==> config.mk <==
export PLATFORM = sky130hd
export DESIGN_NAME = i2c_master_bit_sequencer_flat
export DESIGN_NICKNAME = d
export VERILOG_FILES = /design/src/i2cms_pkg.sv /design/src/i2cms_cmd_if.sv /design/src/i2cms_res_if.sv /design/src/i2c_master_bit_sequencer.sv /design/src/flat_wrapper.sv
export SDC_FILE = /design/constraint.sdc
export NUM_CORES = 1
export LEC_CHECK = 0
export BUFFER_PORTS_ARGS = -buffer_cell sky130_fd_sc_hd__buf_4
export CORE_UTILIZATION = 25
export DETAILED_ROUTE_END_ITERATION = 8
export PLACE_DENSITY = 0.51
export SYNTH_ARGS = -nofsm -noshare
export SYNTH_HDL_FRONTEND = slang
export SYNTH_SLANG_ARGS = --single-unit
==> constraint.sdc <==
create_clock -name clk_i -period 10.7 [get_ports clk_i]
set_input_delay 0.535 -clock clk_i [delete_from_list [all_inputs] [get_ports clk_i]]
set_output_delay 0.535 -clock clk_i [all_outputs]
set_load 0.01 [all_outputs]
==> src/i2cms_pkg.sv <==
// ----------------------------------------------------------------------------
// i2cms_pkg
// Shared constants for the I2C master bit sequencer: widths, command codes,
// phase codes, register map and reset values.
// ----------------------------------------------------------------------------
package i2cms_pkg;

  // field widths
  localparam int unsigned ModeW   = 3;
  localparam int unsigned ByteW   = 8;
  localparam int unsigned TickW   = 12;
  localparam int unsigned TmoW    = 8;
  localparam int unsigned DelayW  = 13;
  localparam int unsigned BitCntW = 4;
  localparam int unsigned PhaseW  = 4;
  localparam int unsigned ApbAw   = 3;
  localparam int unsigned ApbDw   = 32;

  // command codes
  localparam logic [ModeW-1:0] CmdStart    = 3'd0;
  localparam logic [ModeW-1:0] CmdStop     = 3'd1;
  localparam logic [ModeW-1:0] CmdSendByte = 3'd2;
  localparam logic [ModeW-1:0] CmdWaitAck  = 3'd3;
  localparam logic [ModeW-1:0] CmdReadByte = 3'd4;

  // sequencer phases
  localparam logic [PhaseW-1:0] PhIdle   = 4'd0;
  localparam logic [PhaseW-1:0] PhStA    = 4'd1;
  localparam logic [PhaseW-1:0] PhStB    = 4'd2;
  localparam logic [PhaseW-1:0] PhSpA    = 4'd3;
  localparam logic [PhaseW-1:0] PhSpB    = 4'd4;
  localparam logic [PhaseW-1:0] PhSpC    = 4'd5;
  localparam logic [PhaseW-1:0] PhWaA    = 4'd6;
  localparam logic [PhaseW-1:0] PhWaB    = 4'd7;
  localparam logic [PhaseW-1:0] PhWaPoll = 4'd8;
  localparam logic [PhaseW-1:0] PhSbLow  = 4'd9;
  localparam logic [PhaseW-1:0] PhSbData = 4'd10;
  localparam logic [PhaseW-1:0] PhSbHigh = 4'd11;
  localparam logic [PhaseW-1:0] PhRbLow  = 4'd12;
  localparam logic [PhaseW-1:0] PhRbHigh = 4'd13;
  localparam logic [PhaseW-1:0] PhRaLow  = 4'd14;
  localparam logic [PhaseW-1:0] PhRaHigh = 4'd15;

  // register indexes (paddr[2])
  localparam logic RegTicksPerUnit = 1'b0;
  localparam logic RegAckTimeout   = 1'b1;

  // register reset values
  localparam logic [TickW-1:0] TicksPerUnitRst = 12'd100;
  localparam logic [TmoW-1:0]  AckTimeoutRst   = 8'd250;

  // bits per byte on the bus
  localparam logic [BitCntW-1:0] BitsPerByte = 4'd8;

  // one result item
  typedef struct packed {
    logic             scl_level;
    logic             sda_drive;
    logic             sda_output_enable;
    logic             busy_res;
    logic             done_res;
    logic [ByteW-1:0] rx_byte;
    logic             ack_error;
  } res_t;

endpackage

==> src/i2cms_cmd_if.sv <==
// ----------------------------------------------------------------------------
// i2cms_cmd_if
// Command channel: one item per bus tick, with command and sampled SDA level.
// ----------------------------------------------------------------------------
interface i2cms_cmd_if
  import i2cms_pkg::*;
();
  logic             valid;
  logic             ready;
  logic             cmd_valid;
  logic [ModeW-1:0] mode;
  logic [ByteW-1:0] tx_byte;
  logic             ack_after_read;
  logic             sda_in;

  modport source (
    output valid, cmd_valid, mode, tx_byte, ack_after_read, sda_in,
    input  ready
  );

  modport sink (
    input  valid, cmd_valid, mode, tx_byte, ack_after_read, sda_in,
    output ready
  );
endinterface

==> src/i2cms_res_if.sv <==
// ----------------------------------------------------------------------------
// i2cms_res_if
// Result channel: pin drive and status after each bus tick.
// ----------------------------------------------------------------------------
interface i2cms_res_if
  import i2cms_pkg::*;
();
  logic             valid;
  logic             ready;
  logic             scl_level;
  logic             sda_drive;
  logic             sda_output_enable;
  logic             busy_res;
  logic             done_res;
  logic [ByteW-1:0] rx_byte;
  logic             ack_error;

  modport source (
    output valid, scl_level, sda_drive, sda_output_enable, busy_res, done_res,
           rx_byte, ack_error,
    input  ready
  );

  modport sink (
    input  valid, scl_level, sda_drive, sda_output_enable, busy_res, done_res,
           rx_byte, ack_error,
    output ready
  );
endinterface

==> src/i2c_master_bit_sequencer.sv <==
// ----------------------------------------------------------------------------
// i2c_master_bit_sequencer
// I2C master pin sequencer stepped once per item: start, stop, send byte,
// wait ack and read byte, with delay units and acknowledge timeout.
// ----------------------------------------------------------------------------
// Pipeline: an accepted item goes into the input register, then the step logic
//   writes the result register; the sequencer state updates in one pass.
// Throughput: 1 item per cycle unless a held result stalls on res_o.ready.
// Reset: rst_ni asynchronous active low; pipeline empties, sequencer idles
//   with SCL/SDA high and driven, registers return to 100 and 250.
// ----------------------------------------------------------------------------
module i2c_master_bit_sequencer
  import i2cms_pkg::*;
(
  input  logic              clk_i,
  input  logic              rst_ni,
  // configuration
  input  logic              psel,
  input  logic              penable,
  input  logic              pwrite,
  input  logic [ApbAw-1:0]  paddr,
  input  logic [ApbDw-1:0]  pwdata,
  output logic [ApbDw-1:0]  prdata,
  output logic              pready,
  // channels
  i2cms_cmd_if.sink         cmd_i,
  i2cms_res_if.source       res_o
);

  // configuration registers
  logic [TickW-1:0] tpu_q;
  logic [TmoW-1:0]  tmo_q;
  logic             cfg_wr;

  // input register stage
  logic             in_valid_q;
  logic             in_cmd_valid_q;
  logic [ModeW-1:0] in_mode_q;
  logic [ByteW-1:0] in_tx_q;
  logic             in_ack_q;
  logic             in_sda_q;

  // result register stage
  logic             res_valid_q;
  res_t             res_q;
  res_t             res_d;
  logic             out_free;
  logic             step;

  // sequencer state
  logic [PhaseW-1:0]  phase_q, phase_d;
  logic [DelayW-1:0]  delay_q, delay_d;
  logic [BitCntW-1:0] bit_q, bit_d;
  logic [ByteW-1:0]   shift_q, shift_d;
  logic               scl_q, scl_d;
  logic               sda_q, sda_d;
  logic               oe_q, oe_d;
  logic               ack_sel_q, ack_sel_d;
  logic [TmoW-1:0]    awc_q, awc_d;
  logic               err_q, err_d;
  logic [ByteW-1:0]   rx_q, rx_d;
  logic               done_d;

  // delay loads for one and two units
  logic [DelayW-1:0]  one_unit;
  logic [DelayW-1:0]  two_units;

  assign one_unit  = {1'b0, tpu_q};
  assign two_units = {tpu_q, 1'b0};

  // apb register access
  assign pready = 1'b1;
  assign cfg_wr = psel && penable && pwrite;

  always_comb begin
    prdata = '0;
    case (paddr[2])
      RegTicksPerUnit: prdata = {{(ApbDw-TickW){1'b0}}, tpu_q};
      RegAckTimeout:   prdata = {{(ApbDw-TmoW){1'b0}}, tmo_q};
      default:         prdata = '0;
    endcase
  end

  always_ff @(posedge clk_i or negedge rst_ni) begin
    if (!rst_ni) begin
      tpu_q <= TicksPerUnitRst;
      tmo_q <= AckTimeoutRst;
    end else if (cfg_wr) begin
      if (paddr[2] == RegTicksPerUnit) tpu_q <= pwdata[TickW-1:0];
      else                             tmo_q <= pwdata[TmoW-1:0];
    end
  end

  // pipeline handshake
  assign out_free    = !res_valid_q || res_o.ready;
  assign step        = in_valid_q && out_free;
  assign cmd_i.ready = !in_valid_q || out_free;

  always_ff @(posedge clk_i or negedge rst_ni) begin
    if (!rst_ni) begin
      in_valid_q <= 1'b0;
    end else if (cmd_i.ready) begin
      in_valid_q <= cmd_i.valid;
    end
  end

  always_ff @(posedge clk_i) begin
    if (cmd_i.ready && cmd_i.valid) begin
      in_cmd_valid_q <= cmd_i.cmd_valid;
      in_mode_q      <= cmd_i.mode;
      in_tx_q        <= cmd_i.tx_byte;
      in_ack_q       <= cmd_i.ack_after_read;
      in_sda_q       <= cmd_i.sda_in;
    end
  end

  // one sequencer tick
  always_comb begin
    logic             do_poll;
    logic [TmoW-1:0]  poll_base;
    logic [TmoW:0]    poll_next;
    logic [BitCntW-1:0] bit_inc;
    logic [ByteW-1:0] shift_in;

    phase_d   = phase_q;
    delay_d   = delay_q;
    bit_d     = bit_q;
    shift_d   = shift_q;
    scl_d     = scl_q;
    sda_d     = sda_q;
    oe_d      = oe_q;
    ack_sel_d = ack_sel_q;
    awc_d     = awc_q;
    err_d     = err_q;
    rx_d      = rx_q;
    done_d    = 1'b0;
    do_poll   = 1'b0;
    poll_base = awc_q;
    bit_inc   = bit_q + 1'b1;
    shift_in  = {shift_q[ByteW-2:0], in_sda_q};

    if (phase_q == PhIdle) begin
      // command accept
      if (in_cmd_valid_q) begin
        case (in_mode_q)
          CmdStart: begin
            oe_d = 1'b1; sda_d = 1'b1; scl_d = 1'b1;
            phase_d = PhStA; delay_d = two_units;
          end
          CmdStop: begin
            oe_d = 1'b1; scl_d = 1'b0; sda_d = 1'b0;
            phase_d = PhSpA; delay_d = two_units;
          end
          CmdSendByte: begin
            oe_d = 1'b1; shift_d = in_tx_q; bit_d = '0; scl_d = 1'b0;
            phase_d = PhSbLow; delay_d = one_unit;
          end
          CmdWaitAck: begin
            err_d = 1'b0; oe_d = 1'b0; scl_d = 1'b0;
            phase_d = PhWaA; delay_d = one_unit;
          end
          CmdReadByte: begin
            oe_d = 1'b0; bit_d = '0; shift_d = '0;
            ack_sel_d = in_ack_q; scl_d = 1'b0;
            phase_d = PhRbLow; delay_d = two_units;
          end
          default: ;
        endcase
      end
    end else if (phase_q == PhWaPoll) begin
      do_poll = 1'b1;
    end else if (delay_q > DelayW'(1)) begin
      delay_d = delay_q - 1'b1;
    end else begin
      // phase advance at end of delay
      case (phase_q)
        PhStA:    begin sda_d = 1'b0; phase_d = PhStB; delay_d = two_units; end
        PhStB:    begin scl_d = 1'b0; phase_d = PhIdle; delay_d = '0; done_d = 1'b1; end
        PhSpA:    begin scl_d = 1'b1; phase_d = PhSpB; delay_d = one_unit; end
        PhSpB:    begin sda_d = 1'b1; phase_d = PhSpC; delay_d = two_units; end
        PhSpC:    begin phase_d = PhIdle; delay_d = '0; done_d = 1'b1; end
        PhWaA:    begin scl_d = 1'b1; phase_d = PhWaB; delay_d = one_unit; end
        PhWaB: begin
          awc_d = '0; phase_d = PhWaPoll; delay_d = '0;
          poll_base = '0; do_poll = 1'b1;
        end
        PhSbLow: begin
          sda_d = shift_q[ByteW-1];
          shift_d = {shift_q[ByteW-2:0], 1'b0};
          phase_d = PhSbData; delay_d = one_unit;
        end
        PhSbData: begin scl_d = 1'b1; phase_d = PhSbHigh; delay_d = two_units; end
        PhSbHigh: begin
          bit_d = bit_inc; scl_d = 1'b0;
          if (bit_inc >= BitsPerByte) begin
            phase_d = PhIdle; delay_d = '0; done_d = 1'b1;
          end else begin
            phase_d = PhSbLow; delay_d = one_unit;
          end
        end
        PhRbLow: begin scl_d = 1'b1; phase_d = PhRbHigh; delay_d = two_units; end
        PhRbHigh: begin
          shift_d = shift_in; bit_d = bit_inc; scl_d = 1'b0;
          if (bit_inc >= BitsPerByte) begin
            rx_d = shift_in; oe_d = 1'b1; sda_d = !ack_sel_q;
            phase_d = PhRaLow; delay_d = two_units;
          end else begin
            phase_d = PhRbLow; delay_d = two_units;
          end
        end
        PhRaLow:  begin scl_d = 1'b1; phase_d = PhRaHigh; delay_d = two_units; end
        PhRaHigh: begin scl_d = 1'b0; phase_d = PhIdle; delay_d = '0; done_d = 1'b1; end
        default:  begin phase_d = PhIdle; delay_d = '0; end
      endcase
    end

    // acknowledge poll with timeout into stop
    poll_next = {1'b0, poll_base} + 1'b1;
    if (do_poll) begin
      if (!in_sda_q) begin
        scl_d = 1'b0; phase_d = PhIdle; delay_d = '0; done_d = 1'b1;
      end else if (poll_next > {1'b0, tmo_q}) begin
        err_d = 1'b1; oe_d = 1'b1; scl_d = 1'b0; sda_d = 1'b0;
        phase_d = PhSpA; delay_d = two_units;
      end else begin
        awc_d = poll_next[TmoW-1:0];
      end
    end
  end

  // result item from the next state
  always_comb begin
    res_d.scl_level         = scl_d;
    res_d.sda_drive         = sda_d;
    res_d.sda_output_enable = oe_d;
    res_d.busy_res          = (phase_d != PhIdle);
    res_d.done_res          = done_d;
    res_d.rx_byte           = rx_d;
    res_d.ack_error         = err_d;
  end

  // sequencer state registers
  always_ff @(posedge clk_i or negedge rst_ni) begin
    if (!rst_ni) begin
      phase_q   <= PhIdle;
      delay_q   <= '0;
      bit_q     <= '0;
      shift_q   <= '0;
      scl_q     <= 1'b1;
      sda_q     <= 1'b1;
      oe_q      <= 1'b1;
      ack_sel_q <= 1'b0;
      awc_q     <= '0;
      err_q     <= 1'b0;
      rx_q      <= '0;
    end else if (step) begin
      phase_q   <= phase_d;
      delay_q   <= delay_d;
      bit_q     <= bit_d;
      shift_q   <= shift_d;
      scl_q     <= scl_d;
      sda_q     <= sda_d;
      oe_q      <= oe_d;
      ack_sel_q <= ack_sel_d;
      awc_q     <= awc_d;
      err_q     <= err_d;
      rx_q      <= rx_d;
    end
  end

  // result register
  always_ff @(posedge clk_i or negedge rst_ni) begin
    if (!rst_ni) begin
      res_valid_q <= 1'b0;
    end else if (out_free) begin
      res_valid_q <= in_valid_q;
    end
  end

  always_ff @(posedge clk_i) begin
    if (step) begin
      res_q <= res_d;
    end
  end

  assign res_o.valid             = res_valid_q;
  assign res_o.scl_level         = res_q.scl_level;
  assign res_o.sda_drive         = res_q.sda_drive;
  assign res_o.sda_output_enable = res_q.sda_output_enable;
  assign res_o.busy_res          = res_q.busy_res;
  assign res_o.done_res          = res_q.done_res;
  assign res_o.rx_byte           = res_q.rx_byte;
  assign res_o.ack_error         = res_q.ack_error;

  // checks
  a_done_not_busy: assert property (@(posedge clk_i) disable iff (!rst_ni)
    res_valid_q && res_q.done_res |-> !res_q.busy_res)
    else $error("done item reports busy");

  a_idle_no_delay: assert property (@(posedge clk_i) disable iff (!rst_ni)
    (phase_q == PhIdle) || (phase_q == PhWaPoll) |-> (delay_q == '0))
    else $error("delay pending in idle or poll phase");

  a_bit_count_range: assert property (@(posedge clk_i) disable iff (!rst_ni)
    bit_q <= BitsPerByte)
    else $error("bit counter beyond one byte");

endmodule

==> src/flat_wrapper.sv <==
// flat-port wrapper written by rule: the top's interface ports become plain ports
module i2c_master_bit_sequencer_flat import i2cms_pkg::*;
  (clk_i, rst_ni, psel, penable, pwrite, paddr, pwdata, prdata, pready, cmd_i_valid, cmd_i_cmd_valid, cmd_i_mode, cmd_i_tx_byte, cmd_i_ack_after_read, cmd_i_sda_in, cmd_i_ready, res_o_valid, res_o_scl_level, res_o_sda_drive, res_o_sda_output_enable, res_o_busy_res, res_o_done_res, res_o_rx_byte, res_o_ack_error, res_o_ready);
  i2cms_cmd_if cmd_i_i ();
  i2cms_res_if res_o_i ();
  input  logic clk_i;
  input  logic rst_ni;
  input  logic psel;
  input  logic penable;
  input  logic pwrite;
  input  logic [ApbAw-1:0] paddr;
  input  logic [ApbDw-1:0] pwdata;
  output logic [ApbDw-1:0] prdata;
  output logic pready;
  input wire logic [$bits(cmd_i_i.valid)-1:0] cmd_i_valid;
  input wire logic [$bits(cmd_i_i.cmd_valid)-1:0] cmd_i_cmd_valid;
  input wire logic [$bits(cmd_i_i.mode)-1:0] cmd_i_mode;
  input wire logic [$bits(cmd_i_i.tx_byte)-1:0] cmd_i_tx_byte;
  input wire logic [$bits(cmd_i_i.ack_after_read)-1:0] cmd_i_ack_after_read;
  input wire logic [$bits(cmd_i_i.sda_in)-1:0] cmd_i_sda_in;
  output wire logic [$bits(cmd_i_i.ready)-1:0] cmd_i_ready;
  output wire logic [$bits(res_o_i.valid)-1:0] res_o_valid;
  output wire logic [$bits(res_o_i.scl_level)-1:0] res_o_scl_level;
  output wire logic [$bits(res_o_i.sda_drive)-1:0] res_o_sda_drive;
  output wire logic [$bits(res_o_i.sda_output_enable)-1:0] res_o_sda_output_enable;
  output wire logic [$bits(res_o_i.busy_res)-1:0] res_o_busy_res;
  output wire logic [$bits(res_o_i.done_res)-1:0] res_o_done_res;
  output wire logic [$bits(res_o_i.rx_byte)-1:0] res_o_rx_byte;
  output wire logic [$bits(res_o_i.ack_error)-1:0] res_o_ack_error;
  input wire logic [$bits(res_o_i.ready)-1:0] res_o_ready;
  assign cmd_i_i.valid = cmd_i_valid;
  assign cmd_i_i.cmd_valid = cmd_i_cmd_valid;
  assign cmd_i_i.mode = cmd_i_mode;
  assign cmd_i_i.tx_byte = cmd_i_tx_byte;
  assign cmd_i_i.ack_after_read = cmd_i_ack_after_read;
  assign cmd_i_i.sda_in = cmd_i_sda_in;
  assign cmd_i_ready = cmd_i_i.ready;
  assign res_o_valid = res_o_i.valid;
  assign res_o_scl_level = res_o_i.scl_level;
  assign res_o_sda_drive = res_o_i.sda_drive;
  assign res_o_sda_output_enable = res_o_i.sda_output_enable;
  assign res_o_busy_res = res_o_i.busy_res;
  assign res_o_done_res = res_o_i.done_res;
  assign res_o_rx_byte = res_o_i.rx_byte;
  assign res_o_ack_error = res_o_i.ack_error;
  assign res_o_i.ready = res_o_ready;
  i2c_master_bit_sequencer u_core (.clk_i(clk_i), .rst_ni(rst_ni), .psel(psel), .penable(penable), .pwrite(pwrite), .paddr(paddr), .pwdata(pwdata), .prdata(prdata), .pready(pready), .cmd_i(cmd_i_i), .res_o(res_o_i));
endmodule
# [Word level (Yosys, flattened, before mapping)]
# Index checks and enable logic that the tools add are counted.
[op_classes] addsub=3 magnitude_cmp=3 eq_ne=24 n_mux=92 bitwise_logic=1 n_reduce_logical=31
[op_table] op="$mux W8" n=16
[op_table] op="$mux W13" n=7
[op_table] op="$pmux W32 S2" n=1
[op_table] op="$mux W4" n=14
[op_table] op="$pmux W4 S11" n=1
[op_table] op="$mux W1" n=40
[op_table] op="$pmux W13 S3" n=1
[op_table] op="$eq A4 B4 Y1 const B" n=8
[op_table] op="$pmux W8 S2" n=2
[op_table] op="$pmux W13 S2" n=1
[op_table] op="$pmux W4 S5" n=1
[op_table] op="$eq A4 B3 Y1 const B" n=4
[op_table] op="$gt A13 B1 Y1 const B" n=1
[op_table] op="$sub A13 B1 Y13 const B" n=1
[op_table] op="$mux W12" n=1
[op_table] op="$reduce_and A6 Y1" n=2
[op_table] op="$reduce_or A3 Y1" n=4
[op_table] op="$pmux W1 S2" n=5
[op_table] op="$add A8 B1 Y9 const B" n=1
[op_table] op="$gt A9 B8 Y1" n=1
[op_table] op="$eq A4 B2 Y1 const B" n=2
[op_table] op="$reduce_or A2 Y1" n=4
[op_table] op="$reduce_or A4 Y1" n=2
[op_table] op="$eq A3 B2 Y1 const B" n=2
[op_table] op="23 further kinds" n=32
[totals] regBits=100 inputBits=56 out_inout_bits=49 wordCells=181

# [Depth between registers and ports, before layout]
[logic_depth] word_depth=11 depth_mapped=20 mapped_depth_nobuf=18

# [Worst setup path before layout]
# OpenSTA, ideal clock, no wires.
[synth_path] kind="register to register" from="reg u_core.delay_q[5]" to="reg u_core.res_q, in the netlist u_core.res_o.busy_res, data pin" setup_ps=287 arrival_ps=4063 required_time_ps=10413 setup_slack_ps=6350 stages_incl_launch_ff=18 n_path_buf=1 synth_period_minus_slack_ps=4350 path_cell_list="dfrtp_1 > nor4_4 > and4_1 > buf_6 > nand2_1 > and2_1 > ha_1 > and3_1 > nand3_1 > xor2_1 > nor2_1 > ha_1 > nor4_1 > nand2_1 > o211ai_1 > a21oi_1 > a2111oi_0 > a41oi_1"
[synth_lines] item="start: declaration" line_no="i2c_master_bit_sequencer.sv:52" rtl="logic [DelayW-1:0] delay_q, delay_d;"
[synth_lines] item="start signal: assignment" line_no="i2c_master_bit_sequencer.sv:258" rtl="delay_q <= delay_d;"
[synth_lines] item="end signal: assignment" line_no="i2c_master_bit_sequencer.sv:282" rtl="res_q <= res_d;"
[synth_lines] item="end: declaration" line_no="i2c_master_bit_sequencer.sv:45" rtl="res_t res_q;"

==> results_dict.tcl <==
set metrics [dict create \
    fmax_ghz 0.175 \
    place.gp.congestion 0.833 \
    ant_nets 0 \
    io_pins 105 \
    p_sw_uw 710 \
    cts_sinks 100 \
    status "complete, no violations" \
    synth_cells 615 \
    synth.area.top_cells "dfrtp_1, edfxtp_1, mux2_2" \
    fillers 2556 \
    num_rows 57 \
    layout_min_cycle_time_ps 5730 \
    min_period_over_period 0.535 \
    netlist_area_um2 6150 \
    grt_use_total 0.135 \
    ys_seq_area_frac 0.432 \
    drt_iter0_drc 344 \
    maxSlewHeadroom 0.321 \
    slew_violations 0 \
    crit_family "compound AO/OA/AOI/OAI gates" \
    cts_tree "yes" \
    p_leak_uw 0.00278 \
    crit_path_end_kind "flop" \
    crit_type "reg -> reg" \
    reg2regPathDepth 17 \
    dieWidth_um 159 \
    antenna_cells 0 \
    synth_edf_count 28 \
    viasPerCell 5.12 \
    worstPathCellList "ha_1 > o21bai_1 > and4_1 > nand2_1 > and2_1 > ha_1 > and3_1 > nand3_1 > xor2_1 > nor2_1 > ha_1 > nor4_1 > nand2_1 > o211ai_1 > a21oi_1 > a2111oi_0 > a41oi_1" \
    final_cells 987 \
    hold_viol_final 0 \
    crit_top_cell "ha_1" \
    multi_input_area_um2 3190 \
    antenna_found_initial 0 \
    post-cts-setup-buffers 0 \
    whs_ps 322 \
    initial_core_util 0.254 \
    layout_common_cells "buf_4, dfrtp_1, nand2_1" \
    p_per_area_nw_per_um2 234 \
    power.internal_uw 964 \
    path_clk_slew_ps 80 \
    cp_num_cells 17 \
    cp-start-kind "flop" \
    slowest_stage "o211ai_1" \
    htreeDepth 3 \
    clock_latency_ps 360 \
    crit_end "u_core.res_o.busy_res$_DFFE_PP_" \
    nets 726 \
    path_buf_inv 0 \
    synth_area_per_cell_um2 10.0 \
    drcViolationCount 0 \
    fp.dieArea_um2 25200 \
    cp_max_fo 12 \
    max_slew.worst_pin.slew_ps 1010 \
    final_layout_size_suffix_gt1_frac 0.228 \
    postSynth.asyncResetShare 0.720 \
    via_count 5057 \
    netlist.top_cell.by_area "dfrtp_1" \
    skew_ps 12.2 \
    core_um2 24200 \
    regArea_um2 2660 \
    cp-startpoint "u_core.delay_q[0]$_DFFE_PN0P_" \
    design_area_um2 7140 \
    cts_root_buf "clkbuf_16" \
    die_h_um 159 \
    cts_resized 0 \
    io_buffers 61 \
    r2r_setup_slack_ps 4970 \
    numCtsBuffers 9 \
    cp.required_ps 10770 \
    pwr-share-comb 0.424 \
    ir_drop_v 0.0000941 \
    reg2reg_from "u_core.delay_q[0]$_DFFE_PN0P_" \
    drt_wl_total_um 16800 \
    grt_max_degree 73 \
    yosysTopAreaCellShare 0.244 \
    cp.arrival_ps 5790 \
    maxCapViolations 0 \
    syn_to_final_growth_pct 16.2 \
    hold_class "in -> async" \
    max_stage_delay_ps 650 \
    setup_viol 0 \
    pwr-share-seq 0.376 \
    rsz0062_at_grt "no" \
    dr.pass1.iters 5 \
    holdBufCountCts 0 \
    wl_per_cell_um 17.1 \
    clkPwrFrac 0.200 \
    setup_tns_ps 0 \
    synth_seq_cells 100 \
    place_area_um2 6840 \
    layout_commonest_cell "buf_4" \
    hpwlAfterDp_um 11500 \
    synth_top_flop_cell "dfrtp_1" \
    grt_remaining_overflow 0 \
    timing.rr.end "u_core.res_o.busy_res$_DFFE_PP_" \
    grt_pass1_wl_um 27000 \
    dp.cells 971 \
    synth_cell_types 79 \
    cts_buffer_depth 2 \
    netSwitchingFraction 0.424 \
    first_global_vias 4841 \
    ys_warn_count 0 \
]
per-stage QoR:
step                      utilization  power [uW]  worst slack (ps)
after floorplan                     -        1120              6350
after global placement          0.282        1340              5100
after detailed placement        0.282        1340              5110
after CTS                       0.295        1680              5100
after global routing            0.295        1790              4600
final                           0.295        1670              4970
worst min-delay path by stage:
stage                          startpoint                            to  depth (start not counted)
5_1_grt                  cmd_i_tx_byte[4]   u_core.in_tx_q[4]$_DFFE_PP_                          1
4_1_cts                  cmd_i_tx_byte[4]   u_core.in_tx_q[4]$_DFFE_PP_                          1
3_3_place_gp   u_core.rx_q[0]$_DFFE_PN0P_    u_core.rx_q[0]$_DFFE_PN0P_                          2
3_5_place_dp   u_core.rx_q[0]$_DFFE_PN0P_    u_core.rx_q[0]$_DFFE_PN0P_                          2
2_1_floorplan                      rst_ni  u_core.ack_sel_q$_DFFE_PN0P_                          0
6_report                           rst_ni    u_core.rx_q[4]$_DFFE_PN0P_                          1
registers in the layout (all words and copies together) (netlist names), 3 cells and up:
| signal | count |
|---|---|
| u_core.delay_q | 13 |
| u_core.rx_q | 8 |
| u_core.phase_q | 4 |
| u_core.bit_q | 4 |
| u_core.shift_q | 8 |
| u_core.tmo_q | 8 |
| u_core.in_tx_q | 8 |
| u_core.res_o.rx_byte | 8 |
| u_core.tpu_q | 12 |
| u_core.awc_q | 8 |
| u_core.in_mode_q | 3 |
synthesized netlist by cell type (5+ instances only):
master,instances
dfrtp_1,60
nand2_1,48
nor2_1,40
mux2_2,39
a21oi_1,31
edfxtp_1,28
clkbuf_1,25
o21ai_0,23
buf_4,21
nand3_1,16
inv_1,15
a22oi_1,14
dfstp_2,12
ha_1,12
nand2b_1,10
o21ai_1,10
a221oi_1,9
nor2b_1,9
o211ai_1,9
a31oi_1,8
o22ai_1,8
a211oi_1,7
a221o_1,7
buf_2,7
mux2_1,7
nor3_1,7
xnor2_1,7
a21o_1,6
a22o_1,6
nand4_1,6
nor4_1,6
a2bb2oi_1,5
a32oi_1,5
or4_1,5
layer usage:
layer / track usage / part of all wire
met5: 0 / 0
met4: 0.0428 / 0.017
met3: 0.0248 / 0.040
met2: 0.218 / 0.48
met1: 0.180 / 0.46
logic make-up (layout without fill, tap and decap cells):
| group | count (synthesis) | count (layout) | share of synthesized area |
|---|---|---|---|
| AO/OA/AOI/OAI | 196 | 196 | 0.231 |
| XOR/XNOR | 11 | 11 | 0.0157 |
| adder cells (fa/ha/maj) | 12 | 12 | 0.0244 |
| buffers and inverters | 73 | 102 | 0.0600 |
| flip-flops | 100 | 100 | 0.432 |
| multiplexers | 48 | 48 | 0.0875 |
| other | 2 | 21 | 0.00122 |
| AND/OR/NAND/NOR | 173 | 173 | 0.147 |
power by group through the flow:
stage / combinational (uW) / sequential, uW / clock [uW]
after floorplan: 533 / 587 / 0
after global placement: 704 / 633 / 0
after detailed placement: 707 / 633 / 0
after CTS: 709 / 626 / 346
after global routing: 786 / 645 / 358
final: 710 / 629 / 335
layout make-up:
type	count	share of cell area
timing repair buffer	70	0.0736
tap	324	0.0567
sequential	100	0.372
multi-input combinational	461	0.447
clock buffer	9	0.0315
inverter	16	0.00841
clock inverter	7	0.0110
Note: power is estimated with default switching activity, not from simulation.
